### config.mk
export PLATFORM = sky130hd
export DESIGN_NAME = dhacc_queue
export DESIGN_NICKNAME = d
export VERILOG_FILES = /design/src/rtl/core/dhacc_pkg.sv /design/src/rtl/core/dhacc_queue.sv
export SDC_FILE = /design/constraint.sdc
export NUM_CORES = 1
export LEC_CHECK = 0
export ABC_AREA = 1
export BUFFER_PORTS_ARGS = -buffer_cell sky130_fd_sc_hd__buf_2
export CORE_ASPECT_RATIO = 1.5
export CORE_MARGIN = 2
export CORE_UTILIZATION = 29
export DETAILED_ROUTE_END_ITERATION = 8
export REMOVE_ABC_BUFFERS = 1
export SLEW_MARGIN = 5
export SYNTH_ARGS = -nofsm -noshare
export SYNTH_HDL_FRONTEND = slang
export SYNTH_SLANG_ARGS = --single-unit
### constraint.sdc
create_clock -name clk -period 2.2 [get_ports clk]
set_input_delay 0.22 -clock clk [delete_from_list [all_inputs] [get_ports clk]]
set_output_delay 0.22 -clock clk [all_outputs]
set_load 0.01 [all_outputs]
### src/rtl/core/dhacc_pkg.sv
// Shared types, constants and arithmetic helpers for the daily histogram accumulator.
`timescale 1ns / 1ps
`default_nettype none
package dhacc_pkg;

	// storage geometry
	localparam int MAX_DAYS    = 64;
	localparam int MAX_BINS    = 256;
	localparam int COUNT_WIDTH = 32;

	localparam int DAY_W    = $clog2(MAX_DAYS);
	localparam int DAYS_W   = $clog2(MAX_DAYS + 1);
	localparam int BIN_W    = $clog2(MAX_BINS);
	localparam int WALK_W   = $clog2(MAX_BINS + 1);
	localparam int DMEM_D   = MAX_DAYS * MAX_BINS;
	localparam int DADDR_W  = $clog2(DMEM_D);

	// fixed field widths
	localparam int KIND_W    = 2;
	localparam int VALUE_W   = 24;
	localparam int RDAY_W    = 6;
	localparam int RBIN_W    = 8;
	localparam int STATUS_W  = 2;
	localparam int LAST_W    = 8;
	localparam int SCALE_W   = 24;
	localparam int START_W   = 6;
	localparam int DCOUNT_W  = 7;
	localparam int ADAY_W    = 7;
	localparam int CFG_IDX_W = 2;
	localparam int CFG_W     = 24;

	// Q16.8 * Q8.16 -> Q24.24
	localparam int PROD_W = VALUE_W + SCALE_W;
	localparam int FRAC_W = 24;
	localparam int RAW_W  = PROD_W - FRAC_W;
	localparam logic [PROD_W-1:0] ROUND_HALF = PROD_W'(1) << (FRAC_W - 1);

	// stream packing
	localparam int IN_TDATA_W  = 40;
	localparam int OUT_TDATA_W = 80;

	// reset values of the registers
	localparam logic [LAST_W-1:0]   LAST_BIN_RST  = 8'd255;
	localparam logic [SCALE_W-1:0]  BIN_SCALE_RST = 24'd65536;
	localparam logic [START_W-1:0]  START_DAY_RST = 6'd0;
	localparam logic [DCOUNT_W-1:0] DAY_COUNT_RST = 7'd64;

	// register indexes
	localparam logic [CFG_IDX_W-1:0] CFG_LAST_BIN  = 2'd0;
	localparam logic [CFG_IDX_W-1:0] CFG_BIN_SCALE = 2'd1;
	localparam logic [CFG_IDX_W-1:0] CFG_START_DAY = 2'd2;
	localparam logic [CFG_IDX_W-1:0] CFG_DAY_COUNT = 2'd3;

	// result status codes
	localparam logic [STATUS_W-1:0] STAT_OK    = 2'd0;
	localparam logic [STATUS_W-1:0] STAT_CLAMP = 2'd1;
	localparam logic [STATUS_W-1:0] STAT_RANGE = 2'd2;

	typedef enum logic [KIND_W-1:0] {
		KIND_ADD     = 2'd0,
		KIND_REMOVE  = 2'd1,
		KIND_END_DAY = 2'd2,
		KIND_READ    = 2'd3
	} kind_t;

	typedef enum logic [2:0] {
		ST_CLEAR,
		ST_IDLE,
		ST_ACCESS,
		ST_WALK,
		ST_DONE
	} state_t;

	localparam logic signed [COUNT_WIDTH-1:0] CNT_MAX = {1'b0, {(COUNT_WIDTH-1){1'b1}}};
	localparam logic signed [COUNT_WIDTH-1:0] CNT_MIN = {1'b1, {(COUNT_WIDTH-1){1'b0}}};
	localparam logic signed [COUNT_WIDTH-1:0] CNT_ONE = COUNT_WIDTH'(1);
	localparam logic signed [COUNT_WIDTH-1:0] CNT_NEG = {COUNT_WIDTH{1'b1}};

	// classified item handed from front to back
	typedef struct packed {
		kind_t              kind;
		logic [BIN_W-1:0]   bin;
		logic               clamp;
		logic [RDAY_W-1:0]  rday;
	} item_t;

	// one result
	typedef struct packed {
		logic [STATUS_W-1:0]          status;
		logic [BIN_W-1:0]             bin_index;
		logic signed [COUNT_WIDTH-1:0] day_tally;
		logic signed [COUNT_WIDTH-1:0] total_tally;
		logic [ADAY_W-1:0]            active_day;
	} res_t;

	// signed add that sticks at the count limits
	function automatic logic signed [COUNT_WIDTH-1:0] sat_add(
		input logic signed [COUNT_WIDTH-1:0] a,
		input logic signed [COUNT_WIDTH-1:0] b
	);
		logic signed [COUNT_WIDTH:0] s;
		s = {a[COUNT_WIDTH-1], a} + {b[COUNT_WIDTH-1], b};
		if (s[COUNT_WIDTH] != s[COUNT_WIDTH-1]) begin
			sat_add = s[COUNT_WIDTH] ? CNT_MIN : CNT_MAX;
		end else begin
			sat_add = s[COUNT_WIDTH-1:0];
		end
	endfunction

endpackage
`default_nettype wire

### src/rtl/core/dhacc_queue.sv
// Two-entry queue between the front and back ends.
`timescale 1ns / 1ps
`default_nettype none
module dhacc_queue (
	input  wire logic              clk,
	input  wire logic              arst_n,
	input  wire logic              push,
	input  wire dhacc_pkg::item_t  din,
	output logic                   full,
	input  wire logic              pop,
	output dhacc_pkg::item_t       dout,
	output logic                   empty
);
	import dhacc_pkg::*;

	localparam int QDEPTH = 2;
	localparam int PTR_W  = $clog2(QDEPTH);
	localparam int CNT_W  = $clog2(QDEPTH + 1);

	item_t              slot_q [QDEPTH];
	logic [PTR_W-1:0]   wr_ptr_q;
	logic [PTR_W-1:0]   rd_ptr_q;
	logic [CNT_W-1:0]   cnt_q;

	assign full  = cnt_q == CNT_W'(QDEPTH);
	assign empty = cnt_q == '0;
	assign dout  = slot_q[rd_ptr_q];

	always_ff @(posedge clk or negedge arst_n) begin
		if (!arst_n) begin
			wr_ptr_q <= '0;
			rd_ptr_q <= '0;
			cnt_q    <= '0;
		end else begin
			if (push) begin
				wr_ptr_q <= wr_ptr_q + PTR_W'(1);
			end
			if (pop) begin
				rd_ptr_q <= rd_ptr_q + PTR_W'(1);
			end
			if (push && !pop) begin
				cnt_q <= cnt_q + CNT_W'(1);
			end else if (pop && !push) begin
				cnt_q <= cnt_q - CNT_W'(1);
			end
		end
	end

	always_ff @(posedge clk) begin
		if (push) begin
			slot_q[wr_ptr_q] <= din;
		end
	end

endmodule
`default_nettype wire

; ---- Word-level counts from Yosys, hierarchy flattened
; Memories as Yosys holds them, arrays and structs flattened.
; Index checks and enable logic that the tools add are counted.
[totals]
output_inout_bits = 19
mem_bits_rw = 34
rom_bits = 0
latch_bits = 0
memories = 1
regBits = 4
word_cells = 19
inputBits = 21
[mem_list]
columns = name, depth, width, read_ports, rd_ports_with_merged_regs, write_ports, line_no
row1 = slot_q, 2, 17, 1, 0, 1, dhacc_queue.sv:20  ; item_t slot_q [QDEPTH];
[op_classes]
n_reduce_logical = 6
n_shift = 0
addsub = 4
div_mod_pow = 0
multipliers = 0
n_eq_ne = 1
n_mux = 4
n_bitwise = 0
n_lt_le_gt_ge = 0
[ops]
columns = op, count
row1 = $mux 2, 2
row2 = $add 1x1->1 const B, 2
row3 = $add 2x1->2 const B, 1
row4 = $eq 2x2->1 const B, 1
row5 = $logic_and 1x1->1, 2
row6 = $logic_not 1->1, 2
row7 = $logic_not 2->1, 1
row8 = $mux 1, 2
row9 = $reduce_bool 2->1, 1
row10 = $sub 2x1->2 const B, 1

; ---- Depth between registers and ports, before layout
[depth]
depth_word = 4
ltp_mapped = 7
depth_no_buf = 7

; ---- Worst setup path after synthesis
; No wires, ideal clock.
[synth_timing]
path_kind = reg-to-reg
from = register wr_ptr_q
to = memory slot_q[0][0] in the netlist's numbering, enable pin
synth_period_minus_slack_ns = 1.536
setup_ns = 0.391
t_arrival_ns = 1.145
t_required_ns = 1.809
slack_ns = 0.664
path_stages_with_launch = 2
n_path_buf = 0
cell_sequence = dfrtp_1 nor2_1
[synth_lines]
columns = element, line_no
row1 = from (decl), dhacc_queue.sv:21  ; logic [PTR_W-1:0] wr_ptr_q;
row2 = from (signal assigned), dhacc_queue.sv:36  ; wr_ptr_q <= wr_ptr_q + PTR_W'(1);
row3 = to (decl), dhacc_queue.sv:20
; No word-level cell before the write port.

==> results.yml <==
synthesis:
  synth_seq_cells: 38
  synthTopCellsByArea: "edfxtp_1 69%, mux2_4 9.1%, dfrtp_1 6.7%"
  synth_most_common_cell: "edfxtp_1"
  synth_top_area_cell: "edfxtp_1"
  ys_types: 14
  synthFlopType: "edfxtp_1"
  synth-async-reset-ratio_pct: 10.53
  synth_top_area_share_pct: 68.80
  yosysWarnings: 0
  synth_edf_count: 34
  synth_commonest_cells: "34 x edfxtp_1, 9 x mux2_4, 8 x mux2_2, 7 x inv_1, 5 x nand2_1"
  synth_seq_area_share_pct: 75.55
  synthCells: 78
  synth_area_sq_um: 1484
  synth_area_per_cell_sq_um: 19.02
setup_path:
  cp_max_fo: 11
  critPathKind: "reg -> out"
  critical-path-max-stage-delay_ns: 0.57
  cp.arrival_ns: 1.65
  cp-end-kind: "primary output"
  r2r-end: "slot_q[0][11]"
  reg2reg_depth: 2
  r2r-start: "wr_ptr_q"
  slowest_stage: "dfrtp_1"
  cp_top_family: "flip-flops"
  critPathLaunchType: "flip-flop"
  r2r_setup_slack_ns: 0.86
  critPathBufInv: 2
  crit_chain: "buf_4, mux2_2, buf_2"
  required_ns: 1.98
final_layout:
  syn_to_final_growth_pct: 23.86
  layout-drive-gt1-share_pct: 50.79
  antenna_cells: 0
  nFillCells: 502
  fin_util_pct: 37.61
  fin_nets: 147
drt:
  post_drt_wl_per_cell_microns: 13.14
  ant_nets: 0
  route.met3.wl_microns: 150
  wl_met2_microns: 1391
  viasPerCell: 4.057
  first_pass_iters: 4
  routed-via-count: 779
  drc: 0
  top_layer_used: "met4"
  wirelength_microns: 2522
  dr.first_iter.drc_count: 22
  met1Wirelength_microns: 931
grt:
  grt_pass1_wl_microns: 3864
  grt_use_total_pct: 9.141
  grt_pass1_vias: 796
  grt_antenna_before_repair: 0
  overflow: 0
  grt_max_degree: 18
sta:
  finalCriticalPeriod_ns: 1.872
  slew_headroom_pct: 54.07
  max_slew.worst_pin.slew_ns: 0.6883
  hold_violations: 0
  fmax_mhz: 534.2
  maxSlewViolCount: 0
  setup_tns_ns: 0
  setup_viol: 0
  clock_skew_ns: 0.004150
  rsz0062_at_grt: "no"
  post-route-period-util_pct: 85.10
  layout_setup_ws_ns: 0.3279
place:
  post-dp-hpwl_microns: 1857
  place_congestion: 0.6528
  dp_slack_ns: 0.6001
  portBuffers: 39
floorplan:
  dieArea_sq_um: 5717
  dieWidth_microns: 62.41
  core_area_sq_um: 4887
  ios: 40
  die_h_microns: 91.61
  start_util_pct: 30.36
  rows: 31
pwr:
  irDropWorstVdd_uv: 638.3
  p_leak_nw: 0.7581
  p_per_area_nw_per_um2: 1180
cts:
  cts_tree: "done"
  cts_inserted_buffers: 5
  clock_latency_ns: 0.28
  clock_tree.buffer_depth: 2
  ctsRootBufferMaster: "clkbuf_8"
  clock_sinks: 38
  h-tree-depth: 2
  clk_pin_slew_ns: 0.07
  postCtsSetupRepairBufs: 0
  ctsResizeCount: 0
min_path:
  holdCritStartpoint: "din[6]"
  hold_depth: 1
  hp-class: "in -> reg"
  min_to: "slot_q[0][6]"
run_status:
  status: "finished, final reports clean"
run:
  maxCapViolCount: 0
==> per-stage QoR <==
step                cell area (sq um)  hold WS [ns]  instances  power [mW]
finish                           1838        0.1225        192       2.170
global route                     1838        0.1119        192       2.289
CTS                              1838        0.1113        192       2.207
detailed placement               1748       0.04075        183       1.768
global placement                 1748       0.03266        183       1.737
floorplan                        1453      -0.07559         76       1.492
==> cell type report <==
class | instances | area (sq um) | share of cell area, %
clock buffers | 7 | 76.32 | 4.152
clock inverters | 1 | 3.754 | 0.2042
inverters | 7 | 26.28 | 1.430
flip-flops and latches | 38 | 1121 | 60.99
multi-input cells | 31 | 307.8 | 16.75
repair buffers | 42 | 220.2 | 11.98
well taps | 66 | 82.58 | 4.493
==> worst reg2reg max path, stage by stage (launching register included) <==
cell and delay, ns:
dfrtp_1 0.41, nor2_2 0.36, buf_4 0.28
==> what timing repair did <==
item,in CTS,in global routing
endpoints found under the hold margin,4,0
endpoints found under the setup margin,0,0
hold buffers,1,0
==> layout by cell type, fill, tap and decap left out <==
| cell | n |
|---|---|
| nand2_1 | 5 |
| mux2_2 | 8 |
| dlygate4sd3_1 | 1 |
| buf_2 | 39 |
| xor2_1 | 2 |
| clkbuf_8 | 5 |
| ha_1 | 1 |
| inv_1 | 7 |
| clkbuf_1 | 2 |
| dfrtp_1 | 4 |
| nor2_1 | 2 |
| nand3_1 | 1 |
| xnor2_1 | 1 |
| buf_4 | 2 |
| mux2_4 | 9 |
| nand4_1 | 1 |
| nor2_2 | 1 |
| clkinv_1 | 1 |
| edfxtp_1 | 34 |
==> routing by layer <==
metal  track usage [%]  vias to the layer above
met5                 0                        -
met4             4.444                        0
met3             3.558                        7
met2             16.67                       27
met1             8.850                      371
li1                  -                      374
==> power breakdown <==
group / total [mW] / switching (mW) / internal (mW)
Sequential: 1.06 / 0.0918 / 0.969
Clock: 0.435 / 0.215 / 0.220
Combinational: 0.674 / 0.326 / 0.348
Total: 2.17 / 0.633 / 1.54
==> cell families (layout without fill, tap and decap cells) <==
logic type / count (synthesis) / count (layout) / share of synthesized area, %
buffers and inverters: 9 / 57 / 3.879
adders and majority gates: 1 / 1 / 0.8430
xor gates and xnor gates: 3 / 3 / 1.771
muxes: 17 / 17 / 15.18
and+or+nand+nor: 10 / 10 / 2.782
DFF: 38 / 38 / 75.55
==> registers in the layout, indices dropped and copies added (netlist names) <==
signal and cells:
wr_ptr_q 1, cnt_q 2, slot_q 34, rd_ptr_q 1
==> worst max path at each step <==
| stage | from | cells after the start | slack [ns] | endpoint |
|---|---|---|---|---|
| 6_report | rd_ptr_q | 3 | 0.33 | dout[4] |
| 5_1_grt | rd_ptr_q | 3 | 0.24 | dout[2] |
| 4_1_cts | rd_ptr_q | 3 | 0.29 | dout[4] |
| 3_5_place_dp | rd_ptr_q | 3 | 0.60 | dout[2] |
| 3_3_place_gp | rd_ptr_q | 3 | 0.63 | dout[4] |
| 2_1_floorplan | wr_ptr_q | 1 | 0.66 | slot_q[0][0] |
(Power assumes the default switching activity.)
