### config.mk
export PLATFORM = sky130hd
export DESIGN_NAME = dhacc_front
export DESIGN_NICKNAME = d
export VERILOG_FILES = /design/src/rtl/core/dhacc_pkg.sv /design/src/rtl/core/dhacc_front.sv
export SDC_FILE = /design/constraint.sdc
export NUM_CORES = 1
export LEC_CHECK = 0
export BUFFER_PORTS_ARGS = -buffer_cell sky130_fd_sc_hd__buf_2
export CAP_MARGIN = 0
export CORE_MARGIN = 5
export CORE_UTILIZATION = 55
export DETAILED_ROUTE_END_ITERATION = 10
export PLACE_DENSITY = 0.74
export SKIP_CTS_REPAIR_TIMING = 1
export SYNTH_ARGS = -nofsm -noshare
export SYNTH_HDL_FRONTEND = slang
export SYNTH_SLANG_ARGS = --single-unit
### constraint.sdc
create_clock -name clk -period 3.8 [get_ports clk]
set_input_delay 0.57 -clock clk [delete_from_list [all_inputs] [get_ports clk]]
set_output_delay 0.57 -clock clk [all_outputs]
set_load 0.05 [all_outputs]
### src/rtl/core/dhacc_pkg.sv
// Shared types, constants and arithmetic helpers for the daily histogram accumulator.
`timescale 1ns / 1ps
`default_nettype none
package dhacc_pkg;

	// storage geometry
	localparam int MAX_DAYS    = 64;
	localparam int MAX_BINS    = 256;
	localparam int COUNT_WIDTH = 32;

	localparam int DAY_W    = $clog2(MAX_DAYS);
	localparam int DAYS_W   = $clog2(MAX_DAYS + 1);
	localparam int BIN_W    = $clog2(MAX_BINS);
	localparam int WALK_W   = $clog2(MAX_BINS + 1);
	localparam int DMEM_D   = MAX_DAYS * MAX_BINS;
	localparam int DADDR_W  = $clog2(DMEM_D);

	// fixed field widths
	localparam int KIND_W    = 2;
	localparam int VALUE_W   = 24;
	localparam int RDAY_W    = 6;
	localparam int RBIN_W    = 8;
	localparam int STATUS_W  = 2;
	localparam int LAST_W    = 8;
	localparam int SCALE_W   = 24;
	localparam int START_W   = 6;
	localparam int DCOUNT_W  = 7;
	localparam int ADAY_W    = 7;
	localparam int CFG_IDX_W = 2;
	localparam int CFG_W     = 24;

	// Q16.8 * Q8.16 -> Q24.24
	localparam int PROD_W = VALUE_W + SCALE_W;
	localparam int FRAC_W = 24;
	localparam int RAW_W  = PROD_W - FRAC_W;
	localparam logic [PROD_W-1:0] ROUND_HALF = PROD_W'(1) << (FRAC_W - 1);

	// stream packing
	localparam int IN_TDATA_W  = 40;
	localparam int OUT_TDATA_W = 80;

	// reset values of the registers
	localparam logic [LAST_W-1:0]   LAST_BIN_RST  = 8'd255;
	localparam logic [SCALE_W-1:0]  BIN_SCALE_RST = 24'd65536;
	localparam logic [START_W-1:0]  START_DAY_RST = 6'd0;
	localparam logic [DCOUNT_W-1:0] DAY_COUNT_RST = 7'd64;

	// register indexes
	localparam logic [CFG_IDX_W-1:0] CFG_LAST_BIN  = 2'd0;
	localparam logic [CFG_IDX_W-1:0] CFG_BIN_SCALE = 2'd1;
	localparam logic [CFG_IDX_W-1:0] CFG_START_DAY = 2'd2;
	localparam logic [CFG_IDX_W-1:0] CFG_DAY_COUNT = 2'd3;

	// result status codes
	localparam logic [STATUS_W-1:0] STAT_OK    = 2'd0;
	localparam logic [STATUS_W-1:0] STAT_CLAMP = 2'd1;
	localparam logic [STATUS_W-1:0] STAT_RANGE = 2'd2;

	typedef enum logic [KIND_W-1:0] {
		KIND_ADD     = 2'd0,
		KIND_REMOVE  = 2'd1,
		KIND_END_DAY = 2'd2,
		KIND_READ    = 2'd3
	} kind_t;

	typedef enum logic [2:0] {
		ST_CLEAR,
		ST_IDLE,
		ST_ACCESS,
		ST_WALK,
		ST_DONE
	} state_t;

	localparam logic signed [COUNT_WIDTH-1:0] CNT_MAX = {1'b0, {(COUNT_WIDTH-1){1'b1}}};
	localparam logic signed [COUNT_WIDTH-1:0] CNT_MIN = {1'b1, {(COUNT_WIDTH-1){1'b0}}};
	localparam logic signed [COUNT_WIDTH-1:0] CNT_ONE = COUNT_WIDTH'(1);
	localparam logic signed [COUNT_WIDTH-1:0] CNT_NEG = {COUNT_WIDTH{1'b1}};

	// classified item handed from front to back
	typedef struct packed {
		kind_t              kind;
		logic [BIN_W-1:0]   bin;
		logic               clamp;
		logic [RDAY_W-1:0]  rday;
	} item_t;

	// one result
	typedef struct packed {
		logic [STATUS_W-1:0]          status;
		logic [BIN_W-1:0]             bin_index;
		logic signed [COUNT_WIDTH-1:0] day_tally;
		logic signed [COUNT_WIDTH-1:0] total_tally;
		logic [ADAY_W-1:0]            active_day;
	} res_t;

	// signed add that sticks at the count limits
	function automatic logic signed [COUNT_WIDTH-1:0] sat_add(
		input logic signed [COUNT_WIDTH-1:0] a,
		input logic signed [COUNT_WIDTH-1:0] b
	);
		logic signed [COUNT_WIDTH:0] s;
		s = {a[COUNT_WIDTH-1], a} + {b[COUNT_WIDTH-1], b};
		if (s[COUNT_WIDTH] != s[COUNT_WIDTH-1]) begin
			sat_add = s[COUNT_WIDTH] ? CNT_MIN : CNT_MAX;
		end else begin
			sat_add = s[COUNT_WIDTH-1:0];
		end
	endfunction

endpackage
`default_nettype wire

### src/rtl/core/dhacc_front.sv
// Front end: takes input transfers, scales the sample and classifies the bin.
`timescale 1ns / 1ps
`default_nettype none
module dhacc_front (
	input  wire logic                                 clk,
	input  wire logic                                 arst_n,
	input  wire logic                                 hold,
	input  wire logic                                 s_tvalid,
	output logic                                      s_tready,
	input  wire logic [dhacc_pkg::IN_TDATA_W-1:0]     s_tdata,
	input  wire logic [dhacc_pkg::KIND_W-1:0]         s_tuser,
	input  wire logic [dhacc_pkg::BIN_W-1:0]          eff_last,
	input  wire logic [dhacc_pkg::SCALE_W-1:0]        bin_scale,
	input  wire logic                                 q_full,
	output logic                                      push,
	output dhacc_pkg::item_t                          item
);
	import dhacc_pkg::*;

	logic                vld_s1;
	kind_t               kind_s1;
	logic [PROD_W-1:0]   prod_s1;
	logic [RDAY_W-1:0]   rday_s1;
	logic [RBIN_W-1:0]   rbin_s1;

	logic [PROD_W-1:0]   rnd;
	logic [RAW_W-1:0]    cand;
	logic                take;

	assign push     = vld_s1 && !q_full;
	assign s_tready = !hold && (!vld_s1 || push);
	assign take     = s_tvalid && s_tready;

	always_ff @(posedge clk or negedge arst_n) begin
		if (!arst_n) begin
			vld_s1 <= 1'b0;
		end else if (take) begin
			vld_s1 <= 1'b1;
		end else if (push) begin
			vld_s1 <= 1'b0;
		end
	end

	// multiply at the input, register the full product
	always_ff @(posedge clk) begin
		if (take) begin
			kind_s1 <= kind_t'(s_tuser);
			prod_s1 <= PROD_W'(s_tdata[VALUE_W-1:0]) * PROD_W'(bin_scale);
			rday_s1 <= s_tdata[VALUE_W+RDAY_W-1:VALUE_W];
			rbin_s1 <= s_tdata[VALUE_W+RDAY_W+RBIN_W-1:VALUE_W+RDAY_W];
		end
	end

	// round half up (read items use the read bin instead), then clamp at the last bin
	always_comb begin
		rnd = prod_s1 + ROUND_HALF;
		if (kind_s1 == KIND_READ) begin
			cand = RAW_W'(rbin_s1);
		end else begin
			cand = rnd[PROD_W-1:FRAC_W];
		end
		item.kind  = kind_s1;
		item.rday  = rday_s1;
		item.clamp = cand > RAW_W'(eff_last);
		item.bin   = item.clamp ? eff_last : cand[BIN_W-1:0];
	end

endmodule
`default_nettype wire

* After elaboration in Yosys (flattened, before gate mapping)
Index checks and enable logic that the tools add are counted.
Operators by class: $add $sub $neg 1, $mul 1, magnitude comparators 1, eq/ne operators 1, mux-type cells 4, reduce and logical (&&, ||, !) cells 8
Operators with widths (number):
- adder 48 x 24 -> 48 bit (second input constant) | 1
- multiplier 24 x 24 -> 48 bit | 1
- greater-than comparator 24 x 8 -> 1 bit | 1
- two-way mux 24 bit | 1
- two-way mux 8 bit | 1
- logical AND 1 bit | 3
- zero test 1 bit | 3
- equality test 2 bit (second input constant) | 1
- two-way mux 1 bit | 2
- nonzero test 2 bit | 1
- logical OR 1 bit | 1
Storage, ports and cells: register bits 65, input port bits 79, output and inout bits 19

* Logic depth before layout (Yosys ltp)
word-level depth 6, mapped depth 26, mapped depth without buffers 25

* Least setup slack after synthesis
No wires, ideal clock.
path kind input port to flip-flop, start in s_tdata[20] (netlist bit), end reg prod_s1[47] (data pin), arrival time 6453 ps, path slack -2917 ps, cell stages on the path 24, path buffers 1, cell sequence clkbuf_1 -> nand2_1 -> fa_1 -> inv_1 -> fa_1 -> inv_1 -> fa_1 -> inv_1 -> fa_1 -> fa_1 -> fa_1 -> inv_1 -> fa_1 -> inv_1 -> ha_1 -> a21oi_1 -> o211ai_1 -> a2111o_1 -> nand3_1 -> o21ai_0 -> nor2_2 -> a2111oi_4 -> a311oi_1 -> xnor2_1
On the way: cells in the longest elaborated chain, start to end 1
Ends and longest elaborated chain:
- from (decl) | line dhacc_front.sv:10 | input wire logic [dhacc_pkg::IN_TDATA_W-1:0] s_tdata,
- multiplier 24 x 24 -> 48 bit | line dhacc_front.sv:48 | prod_s1 <= PROD_W'(s_tdata[VALUE_W-1:0]) * PROD_W'(bin_scale);
- to (signal assigned) | line dhacc_front.sv:48
- to (decl) | line dhacc_front.sv:22 | logic [PROD_W-1:0] prod_s1;
Every way passes these cells. A chain may end at the register's enable or synchronous reset.

* Worst setup path in the final report
start in bin_scale[17] (netlist bit), end reg prod_s1[46] (data pin)
On the way: cells in the longest elaborated chain, start to end 1
Ends and longest elaborated chain:
- from (decl) | line dhacc_front.sv:13 | input wire logic [dhacc_pkg::SCALE_W-1:0] bin_scale,
- multiplier 24 x 24 -> 48 bit | line dhacc_front.sv:48
Every way passes these cells.

==> results.md <==
- Post-synthesis sequential area ratio: under 10%
- Global-route wire length before repair: 86,740 um
- Top cells by area, synth: fa_1 (47%), ha_1 (11%), inv_1 (10%), and2_1 (9.0%), edfxtp_1 (6.1%)
- Min Tclk post-route: about 6.7 ns
- Crit path depth: 24
- Final Cycle Share: 175.9%
- Crit path to: prod_s1[46]$_DFFE_PP_
- P&R area growth vs syn: 20.27%
- Routed wire length: 54,890 um
- I/O pin count: 98
- CP Max Fanout: 8
- Chip height: 202.1 um
- Worst Setup SP: bin_scale[17]
- Slowest CP cell: fa_1
- Cell Area, Synth: 20,300 sq um
- Reg2Reg Launch Point: vld_s1$_DFFE_PN0P_
- DR pass1 iterations: 5
- Total gr overflow: 0
- RSZ-0062 raised after global routing: yes
- Final Hold Viols: 0
- RR Endpoint: prod_s1[43]$_DFFE_PP_
- Startpoint class of the critical path: input port
- Clock root cell: clkbuf_16
- CP dominant cell by count: fa_1
- Final Max Slew Viols: 0
- Worst Skew: ~0.0025 ns
- Synth Flop Type: edfxtp_1
- Buf/Inv on CP: 6
- Clk_lat worst skew: ~0.28 ns
- Largest net degree at the start of global routing: 43
- Residual DRC: 0
- Fin worst setup slack: -2.883 ns
- Yosys top cell by area: fa_1
- Max-Cap Viols: 0
- RePlAce Congestion: 0.9493
- CP max stage delay: roughly 0.57 ns
- Synth Instances: 2,205
- Initial Util: 55.57%
- FP Rows: 70
- Post-Syn Area per Cell: just over 9 sq um
- Setup CP Type: in -> reg
- Post-synth EDFFs: 41
- Status: finished, violations left
- CTS H-tree depth: 2
- Fmax: 0.1496 GHz
- Yosys warns: 0
- Flop2flop setup slack: 2.04 ns
- Yosys top cell area share: a little under half
- TritonCTS clock tree: done
- DR WL/cell: roughly 19 um
- Number of global-route vias before repair: roughly 18,000
- Syn_nets: about 2,900
- Count leader, synth: inv_1
- Worst EP arrival: 6.72 ns
- Asr flop ratio synth: 2.381%
- Core box area: 36,520 sq um
- Violations in the final reports: setup timing
- FF+latch count, synth: 42
- Commonest cells in the netlist: inv_1 (560), fa_1 (481), nand2_1 (309)
- Worst-path cell chain: buf_2 > buf_4 > nand2_1 > fa_1 > fa_1 > fa_1 > inv_2 > fa_1 > fa_1 > fa_1 > inv_2 > fa_1 > inv_2 > ha_4 > a21oi_4 > o211ai_1 > a2111o_1 > nand3_2 > o21ai_4 > nor2_4 > a2111oi_4 > buf_4 > a31o_4 > a21oi_2
- Die area: 40,850 sq um
- Iteration-0 DRC Markers: 890
- Via count: 15,730
- Hold Crit Class: in -> async
- Total GRT Usage: 26.54%
- Nets: roughly 3,200
- Antenna-violating nets left: 0
- Vias per inst: roughly 5.4
- Fin util: 66.84%
- CTS sink cnt: between 40 and 50
- Critical Path Sink Type: flip-flop
- Fin area: 24,410 sq um
- Final setup viols: 25
- Measured slew at the worst slew-check pin: between 0.9 and 1 ns
- IO buf count: 95
- Die width: 202.1 um
- Clock transition at path regs: 0.06 ns
- Worst Reg2Reg Path Length in Cells: 2
- Worst relative slew slack: 33.54%
- Placed cell area: approximately 23,000 sq um
- CP Data Required Time: between 3 and 4 ns
- Netlist cell types: 61
- HPWL after detailed placement: 45,730 um
- Layout cells sized above 1: 20.88%
- Initial antenna violation count: 1
- Critical path's top delay family: adder cells
- Max Root-Sink Buffers: 2
- TritonCTS Buffers: 5
## layout make-up
type	count	area (sq um)
clock buffer	5	125.1
multi-input combinational	1505	17360
timing repair buffer	328	2935
antenna	2	5.005
clock inverter	3	40.04
inverter	560	2102
fill	2815	12110
tap	468	585.6
sequential	42	1256
## cells in the final DEF, fill, tap and decap left out, drive strengths merged, types with 17 or more instances in the layout
| cell type | count |
|---|---|
| a21oi | 33 |
| fa | 481 |
| nand3 | 17 |
| xnor2 | 21 |
| nor2 | 21 |
| o21ai | 23 |
| inv | 560 |
| buf | 319 |
| edfxtp | 41 |
| and2 | 291 |
| nand2 | 309 |
| ha | 179 |
## worst reg2reg max path, cell delays in order (launching register included)
cell	delay, ns
dfrtp_1	0.39
a21oi_1	0.14
and2_2	0.82
## metal layers
metal  wire length, um  vias up  share of wire [%]  GRT usage (%)
met5                 0        -                  0              0
met4              2910        0                5.3          11.88
met3              2990      187                5.4          2.599
met2             29840      583                 54          49.61
met1             19150     8048                 35          30.82
li1                  -     6908                  -              -
## flip-flops by register name, summed over array words and instances, names as in the netlist
signal and flops:
prod_s1 25, rday_s1 6, vld_s1 1, kind_s1 2, rbin_s1 8
## kinds of logic after synthesis
family          share of synthesized area, %
fa+ha+maj                              58.48
compound gates                         3.421
mux                                   0.7829
simple gates                           17.56
xor+xnor                               1.381
flops                                  6.189
buf+inv                                12.19
## worst min-delay path by stage
| stage | start | end | depth (start not counted) | slack, ns |
|---|---|---|---|---|
| 2_1_floorplan | arst_n | vld_s1$_DFFE_PN0P_ | 0 | 0.27 |
| 3_3_place_gp | arst_n | vld_s1$_DFFE_PN0P_ | 1 | 0.35 |
| 3_5_place_dp | arst_n | vld_s1$_DFFE_PN0P_ | 1 | 0.35 |
| 4_1_cts | arst_n | vld_s1$_DFFE_PN0P_ | 1 | 0.04 |
| 5_1_grt | arst_n | vld_s1$_DFFE_PN0P_ | 1 | 0.04 |
| 6_report | arst_n | vld_s1$_DFFE_PN0P_ | 1 | 0.05 |
## stage by stage
stage | setup slack, ns | TNS (ns) | hold slack (ns) | cells
after global placement | -3.495 | -78.54 | 0.3452 | 2862
after detailed placement | -3.504 | -79.68 | 0.3475 | 2862
final | -2.883 | -66.79 | 0.04822 | 2913
after CTS | -3.224 | -73.48 | 0.04290 | 2870
after global routing | -3.081 | -71.88 | 0.03660 | 2912
after floorplan | -2.670 | -58.47 | 0.2744 | 2205
Power is left out: the tool's default activity adds up to more than one toggle a clock period on the data nets, which glitch-free logic cannot reach.
